### src/qeb_pkg.sv
`default_nettype none

package qeb_pkg;

    localparam int COUNT_W = 5;
    localparam int THR_W   = 3;

    localparam logic [THR_W-1:0] THRESHOLD_RESET = 3'd3;
    localparam logic [1:0]       PHASE_RESET     = 2'b11;

    localparam logic signed [1:0] STEP_NONE = 2'sd0;
    localparam logic signed [1:0] STEP_INC  = 2'sd1;
    localparam logic signed [1:0] STEP_DEC  = -2'sd1;

    localparam logic SEL_RIGHT = 1'b0;
    localparam logic SEL_LEFT  = 1'b1;

    typedef struct packed {
        logic       right_button;
        logic       left_button;
        logic [1:0] right_ab;
        logic [1:0] left_ab;
        logic       active_encoder;
    } t_in_item;

    typedef struct packed {
        logic right_click;
        logic left_click;
        logic right_up;
        logic right_down;
        logic left_up;
        logic left_down;
    } t_out_item;

    typedef struct packed {
        logic up;
        logic down;
    } t_step;

    // quadrature transition table, index is {previous ab, current ab}
    function automatic logic signed [1:0] step_lookup(input logic [3:0] idx);
        logic signed [1:0] v;
        case (idx)
            4'd0:    v = STEP_NONE;
            4'd1:    v = STEP_DEC;
            4'd2:    v = STEP_INC;
            4'd3:    v = STEP_NONE;
            4'd4:    v = STEP_INC;
            4'd5:    v = STEP_NONE;
            4'd6:    v = STEP_NONE;
            4'd7:    v = STEP_DEC;
            4'd8:    v = STEP_DEC;
            4'd9:    v = STEP_NONE;
            4'd10:   v = STEP_NONE;
            4'd11:   v = STEP_INC;
            4'd12:   v = STEP_NONE;
            4'd13:   v = STEP_INC;
            4'd14:   v = STEP_DEC;
            4'd15:   v = STEP_NONE;
            default: v = STEP_NONE;
        endcase
        return v;
    endfunction

endpackage

`default_nettype wire

### src/qeb_button.sv
`default_nettype none

module qeb_button (
    input  wire logic i_clk,
    input  wire logic i_rst_n,
    input  wire logic i_en,
    input  wire logic i_level,
    output logic      o_click
);

    logic r_armed;
    logic n_armed;

    always_comb begin
        n_armed = r_armed;
        o_click = 1'b0;
        if (i_level) begin
            if (r_armed) begin
                o_click = 1'b1;
                n_armed = 1'b0;
            end
        end else begin
            n_armed = 1'b1;
        end
    end

    always_ff @(posedge i_clk) begin
        if (!i_rst_n) begin
            r_armed <= 1'b0;
        end else if (i_en) begin
            r_armed <= n_armed;
        end
    end

    a_click_disarms: assert property (@(posedge i_clk) disable iff (!i_rst_n)
        (i_en && o_click) |=> !r_armed)
        else $error("button still armed after click");

endmodule

`default_nettype wire

### src/qeb_encoder.sv
`default_nettype none

module qeb_encoder (
    input  wire logic                        i_clk,
    input  wire logic                        i_rst_n,
    input  wire logic                        i_en,
    input  wire logic [1:0]                  i_ab,
    input  wire logic [qeb_pkg::THR_W-1:0]   i_threshold,
    output qeb_pkg::t_step                   o_step
);

    logic [1:0]                          r_prev;
    logic signed [qeb_pkg::COUNT_W-1:0]  r_count;
    logic signed [qeb_pkg::COUNT_W-1:0]  n_count;
    logic signed [1:0]                   w_delta;
    logic signed [qeb_pkg::COUNT_W-1:0]  w_sum;
    logic signed [qeb_pkg::COUNT_W-1:0]  w_thr;
    logic signed [qeb_pkg::COUNT_W-1:0]  w_neg_thr;

    always_comb begin
        w_delta   = qeb_pkg::step_lookup({r_prev, i_ab});
        w_sum     = r_count + qeb_pkg::COUNT_W'(w_delta);
        w_thr     = $signed({{(qeb_pkg::COUNT_W-qeb_pkg::THR_W){1'b0}}, i_threshold});
        w_neg_thr = -w_thr;
        o_step    = '0;
        n_count   = w_sum;
        if (w_sum > w_thr) begin
            o_step.up = 1'b1;
            n_count   = '0;
        end else if (w_sum < w_neg_thr) begin
            o_step.down = 1'b1;
            n_count     = '0;
        end
    end

    always_ff @(posedge i_clk) begin
        if (!i_rst_n) begin
            r_prev  <= qeb_pkg::PHASE_RESET;
            r_count <= '0;
        end else if (i_en) begin
            r_prev  <= i_ab;
            r_count <= n_count;
        end
    end

    a_count_range: assert property (@(posedge i_clk) disable iff (!i_rst_n)
        (r_count >= -5'sd8) && (r_count <= 5'sd8))
        else $error("encoder count out of range");

    a_step_clears: assert property (@(posedge i_clk) disable iff (!i_rst_n)
        (i_en && (o_step.up || o_step.down)) |=> (r_count == '0))
        else $error("count not cleared after step");

endmodule

`default_nettype wire

### src/quadrature_encoder_with_buttons_core.sv
// channel   direction   signals                               transaction when
// in        input       i_in_valid, o_in_ready, i_in_data     i_in_valid && o_in_ready
// out       output      o_out_valid, i_out_ready, o_out_data  o_out_valid && i_out_ready
// cfg       input       i_cfg_we, i_cfg_wdata                 i_cfg_we
//
// one item per cycle sustained while results are taken; an input passes through
// the input register, then is decoded into the result register
// reset is synchronous and active low; buttons start disarmed, phases at 3, counts 0
// a stalled result holds its register; the input register still drains into
// it when the result is taken in the same cycle
`default_nettype none

module quadrature_encoder_with_buttons_core (
    input  wire logic                        i_clk,
    input  wire logic                        i_rst_n,
    input  wire logic                        i_in_valid,
    output logic                             o_in_ready,
    input  wire qeb_pkg::t_in_item           i_in_data,
    output logic                             o_out_valid,
    input  wire logic                        i_out_ready,
    output qeb_pkg::t_out_item               o_out_data,
    input  wire logic                        i_cfg_we,
    input  wire logic [qeb_pkg::THR_W-1:0]   i_cfg_wdata
);

    logic                       r_in_valid;
    qeb_pkg::t_in_item          r_in;
    logic                       r_out_valid;
    qeb_pkg::t_out_item         r_out;
    qeb_pkg::t_out_item         n_out;
    logic [qeb_pkg::THR_W-1:0]  r_threshold;
    logic                       w_adv;
    logic                       w_right_en;
    logic                       w_left_en;
    logic                       w_right_click;
    logic                       w_left_click;
    qeb_pkg::t_step             w_right_step;
    qeb_pkg::t_step             w_left_step;

    assign w_adv      = r_in_valid && (!r_out_valid || i_out_ready);
    assign o_in_ready = !r_in_valid || w_adv;
    assign w_right_en = w_adv && (r_in.active_encoder == qeb_pkg::SEL_RIGHT);
    assign w_left_en  = w_adv && (r_in.active_encoder == qeb_pkg::SEL_LEFT);

    qeb_button u_right_button (
        .i_clk   (i_clk),
        .i_rst_n (i_rst_n),
        .i_en    (w_adv),
        .i_level (r_in.right_button),
        .o_click (w_right_click)
    );

    qeb_button u_left_button (
        .i_clk   (i_clk),
        .i_rst_n (i_rst_n),
        .i_en    (w_adv),
        .i_level (r_in.left_button),
        .o_click (w_left_click)
    );

    qeb_encoder u_right_enc (
        .i_clk       (i_clk),
        .i_rst_n     (i_rst_n),
        .i_en        (w_right_en),
        .i_ab        (r_in.right_ab),
        .i_threshold (r_threshold),
        .o_step      (w_right_step)
    );

    qeb_encoder u_left_enc (
        .i_clk       (i_clk),
        .i_rst_n     (i_rst_n),
        .i_en        (w_left_en),
        .i_ab        (r_in.left_ab),
        .i_threshold (r_threshold),
        .o_step      (w_left_step)
    );

    always_comb begin
        n_out             = '0;
        n_out.right_click = w_right_click;
        n_out.left_click  = w_left_click;
        if (r_in.active_encoder == qeb_pkg::SEL_RIGHT) begin
            n_out.right_up   = w_right_step.up;
            n_out.right_down = w_right_step.down;
        end else begin
            n_out.left_up   = w_left_step.up;
            n_out.left_down = w_left_step.down;
        end
    end

    always_ff @(posedge i_clk) begin
        if (!i_rst_n) begin
            r_threshold <= qeb_pkg::THRESHOLD_RESET;
        end else if (i_cfg_we) begin
            r_threshold <= i_cfg_wdata;
        end
    end

    always_ff @(posedge i_clk) begin
        if (!i_rst_n) begin
            r_in_valid <= 1'b0;
        end else if (o_in_ready) begin
            r_in_valid <= i_in_valid;
        end
    end

    always_ff @(posedge i_clk) begin
        if (o_in_ready && i_in_valid) begin
            r_in <= i_in_data;
        end
    end

    always_ff @(posedge i_clk) begin
        if (!i_rst_n) begin
            r_out_valid <= 1'b0;
        end else if (w_adv) begin
            r_out_valid <= 1'b1;
        end else if (i_out_ready) begin
            r_out_valid <= 1'b0;
        end
    end

    always_ff @(posedge i_clk) begin
        if (w_adv) begin
            r_out <= n_out;
        end
    end

    assign o_out_valid = r_out_valid;
    assign o_out_data  = r_out;

    a_one_encoder: assert property (@(posedge i_clk) disable iff (!i_rst_n)
        r_out_valid |-> !((r_out.right_up || r_out.right_down)
                          && (r_out.left_up || r_out.left_down)))
        else $error("both encoders stepped in one transaction");

    a_no_up_and_down: assert property (@(posedge i_clk) disable iff (!i_rst_n)
        r_out_valid |-> !(r_out.right_up && r_out.right_down)
                        && !(r_out.left_up && r_out.left_down))
        else $error("up and down in one transaction");

endmodule

`default_nettype wire

### config.mk
export PLATFORM = sky130hd
export DESIGN_NAME = quadrature_encoder_with_buttons_core
export DESIGN_NICKNAME = d
export VERILOG_FILES = /design/src/qeb_pkg.sv /design/src/qeb_button.sv /design/src/qeb_encoder.sv /design/src/quadrature_encoder_with_buttons_core.sv
export SDC_FILE = /design/constraint.sdc
export NUM_CORES = 1
export LEC_CHECK = 0
export ABC_AREA = 1
export BUFFER_PORTS_ARGS = -buffer_cell sky130_fd_sc_hd__buf_4
export CAP_MARGIN = 25
export CORE_MARGIN = 5
export CORE_UTILIZATION = 25
export DETAILED_ROUTE_END_ITERATION = 10
export GPL_ROUTABILITY_DRIVEN = 0
export GPL_TIMING_DRIVEN = 1
export HOLD_SLACK_MARGIN = 0.1
export PLACE_DENSITY = 0.36
export SETUP_SLACK_MARGIN = 0.15
export SLEW_MARGIN = 25
export SYNTH_ARGS = -nofsm -noshare
export SYNTH_HDL_FRONTEND = slang
export SYNTH_SLANG_ARGS = --single-unit
### constraint.sdc
create_clock -name i_clk -period 9.39 [get_ports i_clk]
set_input_delay 0.939 -clock i_clk [delete_from_list [all_inputs] [get_ports i_clk]]
set_output_delay 0.939 -clock i_clk [all_outputs]
set_load 0.01 [all_outputs]
==> metrics.txt <==
# TYPE chip_impl_metric gauge
chip_impl_info{name="status",value="finished, final reports clean"} 1
chip_impl_info{name="mostFrequentLayoutCells",value="sky130_fd_sc_hd__nand2_1, sky130_fd_sc_hd__inv_1, sky130_fd_sc_hd__ha_1, sky130_fd_sc_hd__nand3_1, sky130_fd_sc_hd__buf_4"} 1
chip_impl_metric{name="grt.overflow.total",unit=""} 0
chip_impl_metric{name="netlist-cell-type-count",unit=""} 25
chip_impl_metric{name="fp.coreArea",unit="mm²"} 0.008763
chip_impl_metric{name="die-height",unit="µm"} 105.1
chip_impl_info{name="final_common_cell",value="sky130_fd_sc_hd__nand2_1"} 1
chip_impl_metric{name="timing.setup.tns",unit="ps"} 0
chip_impl_metric{name="required_time_at_the_endpoint_of_the_critical_path",unit="ps"} 9610
chip_impl_metric{name="synth-seq-cells",unit=""} 34
chip_impl_metric{name="worst_slew_pin_slew",unit="ps"} 505.4
chip_impl_metric{name="drt-pass1-iter-count",unit=""} 4
chip_impl_metric{name="worstPathMaxFanout",unit=""} 5
chip_impl_info{name="cts_tree",value="done"} 1
chip_impl_metric{name="postCtsResizedCells",unit=""} 0
chip_impl_metric{name="cts.clk_slew.worst_paths",unit="ps"} 80
chip_impl_metric{name="num_vias",unit=""} 1828
chip_impl_metric{name="initial_utilization",unit="%"} 25.81
chip_impl_metric{name="cts_hold_fix_bufs",unit=""} 0
chip_impl_metric{name="n_fill_cell",unit=""} 945
chip_impl_metric{name="skew",unit="ps"} 3.466
chip_impl_metric{name="place.detailed.hpwl",unit="µm"} 3949
chip_impl_metric{name="postRouteWirelength",unit="µm"} 5008
chip_impl_metric{name="die-width",unit="µm"} 105.1
chip_impl_metric{name="drtIter0Drc",unit=""} 64
chip_impl_metric{name="post_route_cells_drive_above_1_share",unit="%"} 14.15
chip_impl_metric{name="detail_route.wl_per_cell",unit="µm"} 11.76
chip_impl_metric{name="groute.usage.overall",unit="%"} 9.383
chip_impl_info{name="end_kind",value="flop"} 1
chip_impl_metric{name="antennaDiodeCount",unit=""} 0
chip_impl_metric{name="fin_area",unit="mm²"} 0.002691
chip_impl_metric{name="cts_setup_buffers",unit=""} 0
chip_impl_metric{name="clock_latency",unit="ps"} 290
chip_impl_metric{name="max-cap-violations",unit=""} 0
chip_impl_metric{name="ys_seq_area_share",unit="%"} 35.84
chip_impl_metric{name="design.portCount",unit=""} 23
chip_impl_metric{name="via_cell_ratio",unit=""} 4.291
chip_impl_metric{name="postSynth.asyncResetShare",unit="%"} 0
chip_impl_metric{name="grt_start_max_net_pins",unit=""} 14
chip_impl_info{name="cp-start-kind",value="flop"} 1
chip_impl_metric{name="p_per_area",unit="mW/mm²"} 158.5
chip_impl_metric{name="grt_first_pass_wirelength",unit="µm"} 8431
chip_impl_metric{name="finish.net_count",unit=""} 365
chip_impl_metric{name="max_freq",unit="MHz"} 291.3
chip_impl_metric{name="drc_errors",unit=""} 0
chip_impl_info{name="min_path_type",value="reg2reg"} 1
chip_impl_metric{name="report.final.hold_viol_count",unit=""} 0
chip_impl_metric{name="cts.sinks",unit=""} 34
chip_impl_metric{name="placed_area",unit="mm²"} 0.002559
chip_impl_metric{name="worst-endpoint-arrival",unit="ps"} 3650
chip_impl_metric{name="worst_ir_drop_vdd",unit="mV"} 0.07707
chip_impl_metric{name="die_area",unit="mm²"} 0.01105
chip_impl_metric{name="drt-met1-wl",unit="µm"} 2557
chip_impl_info{name="synthFlopType",value="sky130_fd_sc_hd__dfxtp_1"} 1
chip_impl_metric{name="post_synth_inst_count",unit=""} 289
chip_impl_metric{name="ctsLongestPathBuffers",unit=""} 2
chip_impl_metric{name="finalCriticalPeriod",unit="ps"} 3432
chip_impl_metric{name="cts.htree.levels",unit=""} 2
chip_impl_metric{name="setup_violations",unit=""} 0
chip_impl_metric{name="ys_warn_count",unit=""} 0
chip_impl_metric{name="slew_viol_final",unit=""} 0
chip_impl_info{name="critical_setup_path_class",value="reg2reg"} 1
chip_impl_info{name="cts_root_buf",value="sky130_fd_sc_hd__clkbuf_8"} 1
chip_impl_metric{name="numCtsBuffers",unit=""} 5
chip_impl_metric{name="numPlacedInstances",unit=""} 418
chip_impl_metric{name="met2_wirelength",unit="µm"} 2147
chip_impl_metric{name="detail_route_met3_wl",unit="µm"} 253
chip_impl_metric{name="final_antenna_net_count",unit=""} 0
chip_impl_metric{name="synth-edff-count",unit=""} 13
chip_impl_metric{name="synth_fp_nets",unit=""} 337
chip_impl_metric{name="grt_antenna_before_repair",unit=""} 0
chip_impl_metric{name="postSynthAreaPerCell",unit="µm²"} 7.828
chip_impl_metric{name="port_buffers",unit=""} 22
chip_impl_metric{name="floorplan.rows",unit=""} 34
chip_impl_metric{name="period_share",unit="%"} 36.55
chip_impl_info{name="setup_repair_after_global_routing_missed_its_margin",value="no"} 1
chip_impl_metric{name="final_cell_count_no_fill",unit=""} 426
chip_impl_metric{name="mappedNetlistArea",unit="mm²"} 0.002262
chip_impl_info{name="highest_layer",value="met4"} 1
chip_impl_metric{name="maxSlewHeadroom",unit="%"} 66.27
chip_impl_metric{name="final_core_util",unit="%"} 30.71
chip_impl_metric{name="static-leakage-power",unit="nW"} 1.348
chip_impl_metric{name="layout-area-overhead-vs-synth",unit="%"} 18.97
chip_impl_metric{name="vias_in_the_first_global_route",unit=""} 1806
==> power breakdown <==
part	internal (mW)	switching, mW	leakage (nW)
sequential	0.162	0.00584	0.298
combinational	0.0362	0.0569	0.985
clock	0.105	0.0607	0.0658
total	0.303	0.123	1.35
==> cell usage after synthesis (2+ instances only) <==
master	instances	area [µm²]
sky130_fd_sc_hd__nand3_1	27	135.1
sky130_fd_sc_hd__dfxtp_1	21	420.4
sky130_fd_sc_hd__o21ai_0	5	25.02
sky130_fd_sc_hd__nand3b_1	2	15.01
sky130_fd_sc_hd__nor2_1	18	67.56
sky130_fd_sc_hd__xnor2_1	4	35.03
sky130_fd_sc_hd__inv_2	3	11.26
sky130_fd_sc_hd__nand2_2	6	37.54
sky130_fd_sc_hd__o211ai_1	4	30.03
sky130_fd_sc_hd__nor2_4	2	22.52
sky130_fd_sc_hd__xor2_1	2	17.52
sky130_fd_sc_hd__and3_1	2	12.51
sky130_fd_sc_hd__edfxtp_1	13	390.4
sky130_fd_sc_hd__a21oi_1	18	90.09
sky130_fd_sc_hd__fa_1	2	40.04
sky130_fd_sc_hd__nand2_1	64	240.2
sky130_fd_sc_hd__nand4_1	3	18.77
sky130_fd_sc_hd__inv_1	53	198.9
sky130_fd_sc_hd__nand3_2	4	40.04
sky130_fd_sc_hd__ha_1	31	387.9
==> state kept, by name (all words and copies together) (netlist names) <==
signal,count
r_in,7
o_out_data,6
u_left_enc.r_count,5
u_right_enc.r_count,5
r_threshold,3
u_left_enc.r_prev,2
u_right_enc.r_prev,2
o_out_valid,1
r_in_valid,1
u_left_button.r_armed,1
u_right_button.r_armed,1
==> layout make-up <==
cell class              instances  area (µm²)  share of cell area, %
multi-input cells             198        1237                  45.98
flip-flops and latches         34       810.8                  30.13
clock inverters                 3       63.81                  2.371
well taps                     108       135.1                  5.021
clock buffers                   5       68.82                  2.557
inverters                      56       210.2                  7.810
repair buffers                 22       165.2                  6.137
==> routing by layer <==
| layer | global-route usage (%) | vias up |
|---|---|---|
| met4 | 2.740 | 0 |
| met5 | 0 | - |
| li1 | - | 988 |
| met2 | 14.66 | 29 |
| met3 | 2.836 | 4 |
| met1 | 12.49 | 807 |
==> critical path, stage by stage, from the launching register on <==
cell	delay, ps
sky130_fd_sc_hd__edfxtp_1	440
sky130_fd_sc_hd__inv_1	110
sky130_fd_sc_hd__ha_1	240
sky130_fd_sc_hd__xnor2_1	130
sky130_fd_sc_hd__xor2_1	140
sky130_fd_sc_hd__inv_1	60
sky130_fd_sc_hd__ha_1	150
sky130_fd_sc_hd__inv_1	50
sky130_fd_sc_hd__fa_1	390
sky130_fd_sc_hd__nand3b_1	190
sky130_fd_sc_hd__nand3b_1	120
sky130_fd_sc_hd__nand2_1	60
sky130_fd_sc_hd__nand2_1	70
sky130_fd_sc_hd__nand2_1	90
sky130_fd_sc_hd__ha_1	340
sky130_fd_sc_hd__nand2_1	70
sky130_fd_sc_hd__inv_1	60
sky130_fd_sc_hd__nand4_1	80
sky130_fd_sc_hd__nand4_1	80
sky130_fd_sc_hd__nand2_1	110
sky130_fd_sc_hd__nor2_4	140
sky130_fd_sc_hd__nand3_1	100
sky130_fd_sc_hd__a21oi_1	130
==> metrics by stage <==
stage	worst slack (ps)	hold WS, ps	total power, mW
5_1_grt	5638	470.4	0.4541
6_report	5958	448.7	0.4266
2_1_floorplan	6218	424.0	0.2368
3_5_place_dp	5983	439.2	0.2652
4_1_cts	5961	449.5	0.4337
3_3_place_gp	6029	441.6	0.2661
==> path summary, 6_finish.rpt <==
check          start                     end  slack (ps)  depth (start not counted)
max          r_in[4]  u_right_enc.r_count[0]        5960                         22
min          r_in[5]   u_left_button.r_armed         450                          1
max reg2reg  r_in[4]  u_right_enc.r_count[0]        5960                         22
min reg2reg  r_in[5]   u_left_button.r_armed         450                          1
==> cells by family (layout without fill, tap and decap cells) <==
logic type	Yosys count	count (layout)	share of synthesized area, %
AO/OA/AOI/OAI	29	29	6.914
XOR/XNOR	6	6	2.323
adder cells (fa/ha/maj)	33	33	18.92
buffers and inverters	57	86	9.458
flip-flops	34	34	35.84
AND/OR/NAND/NOR	130	130	26.55
(Power assumes the default switching activity.)
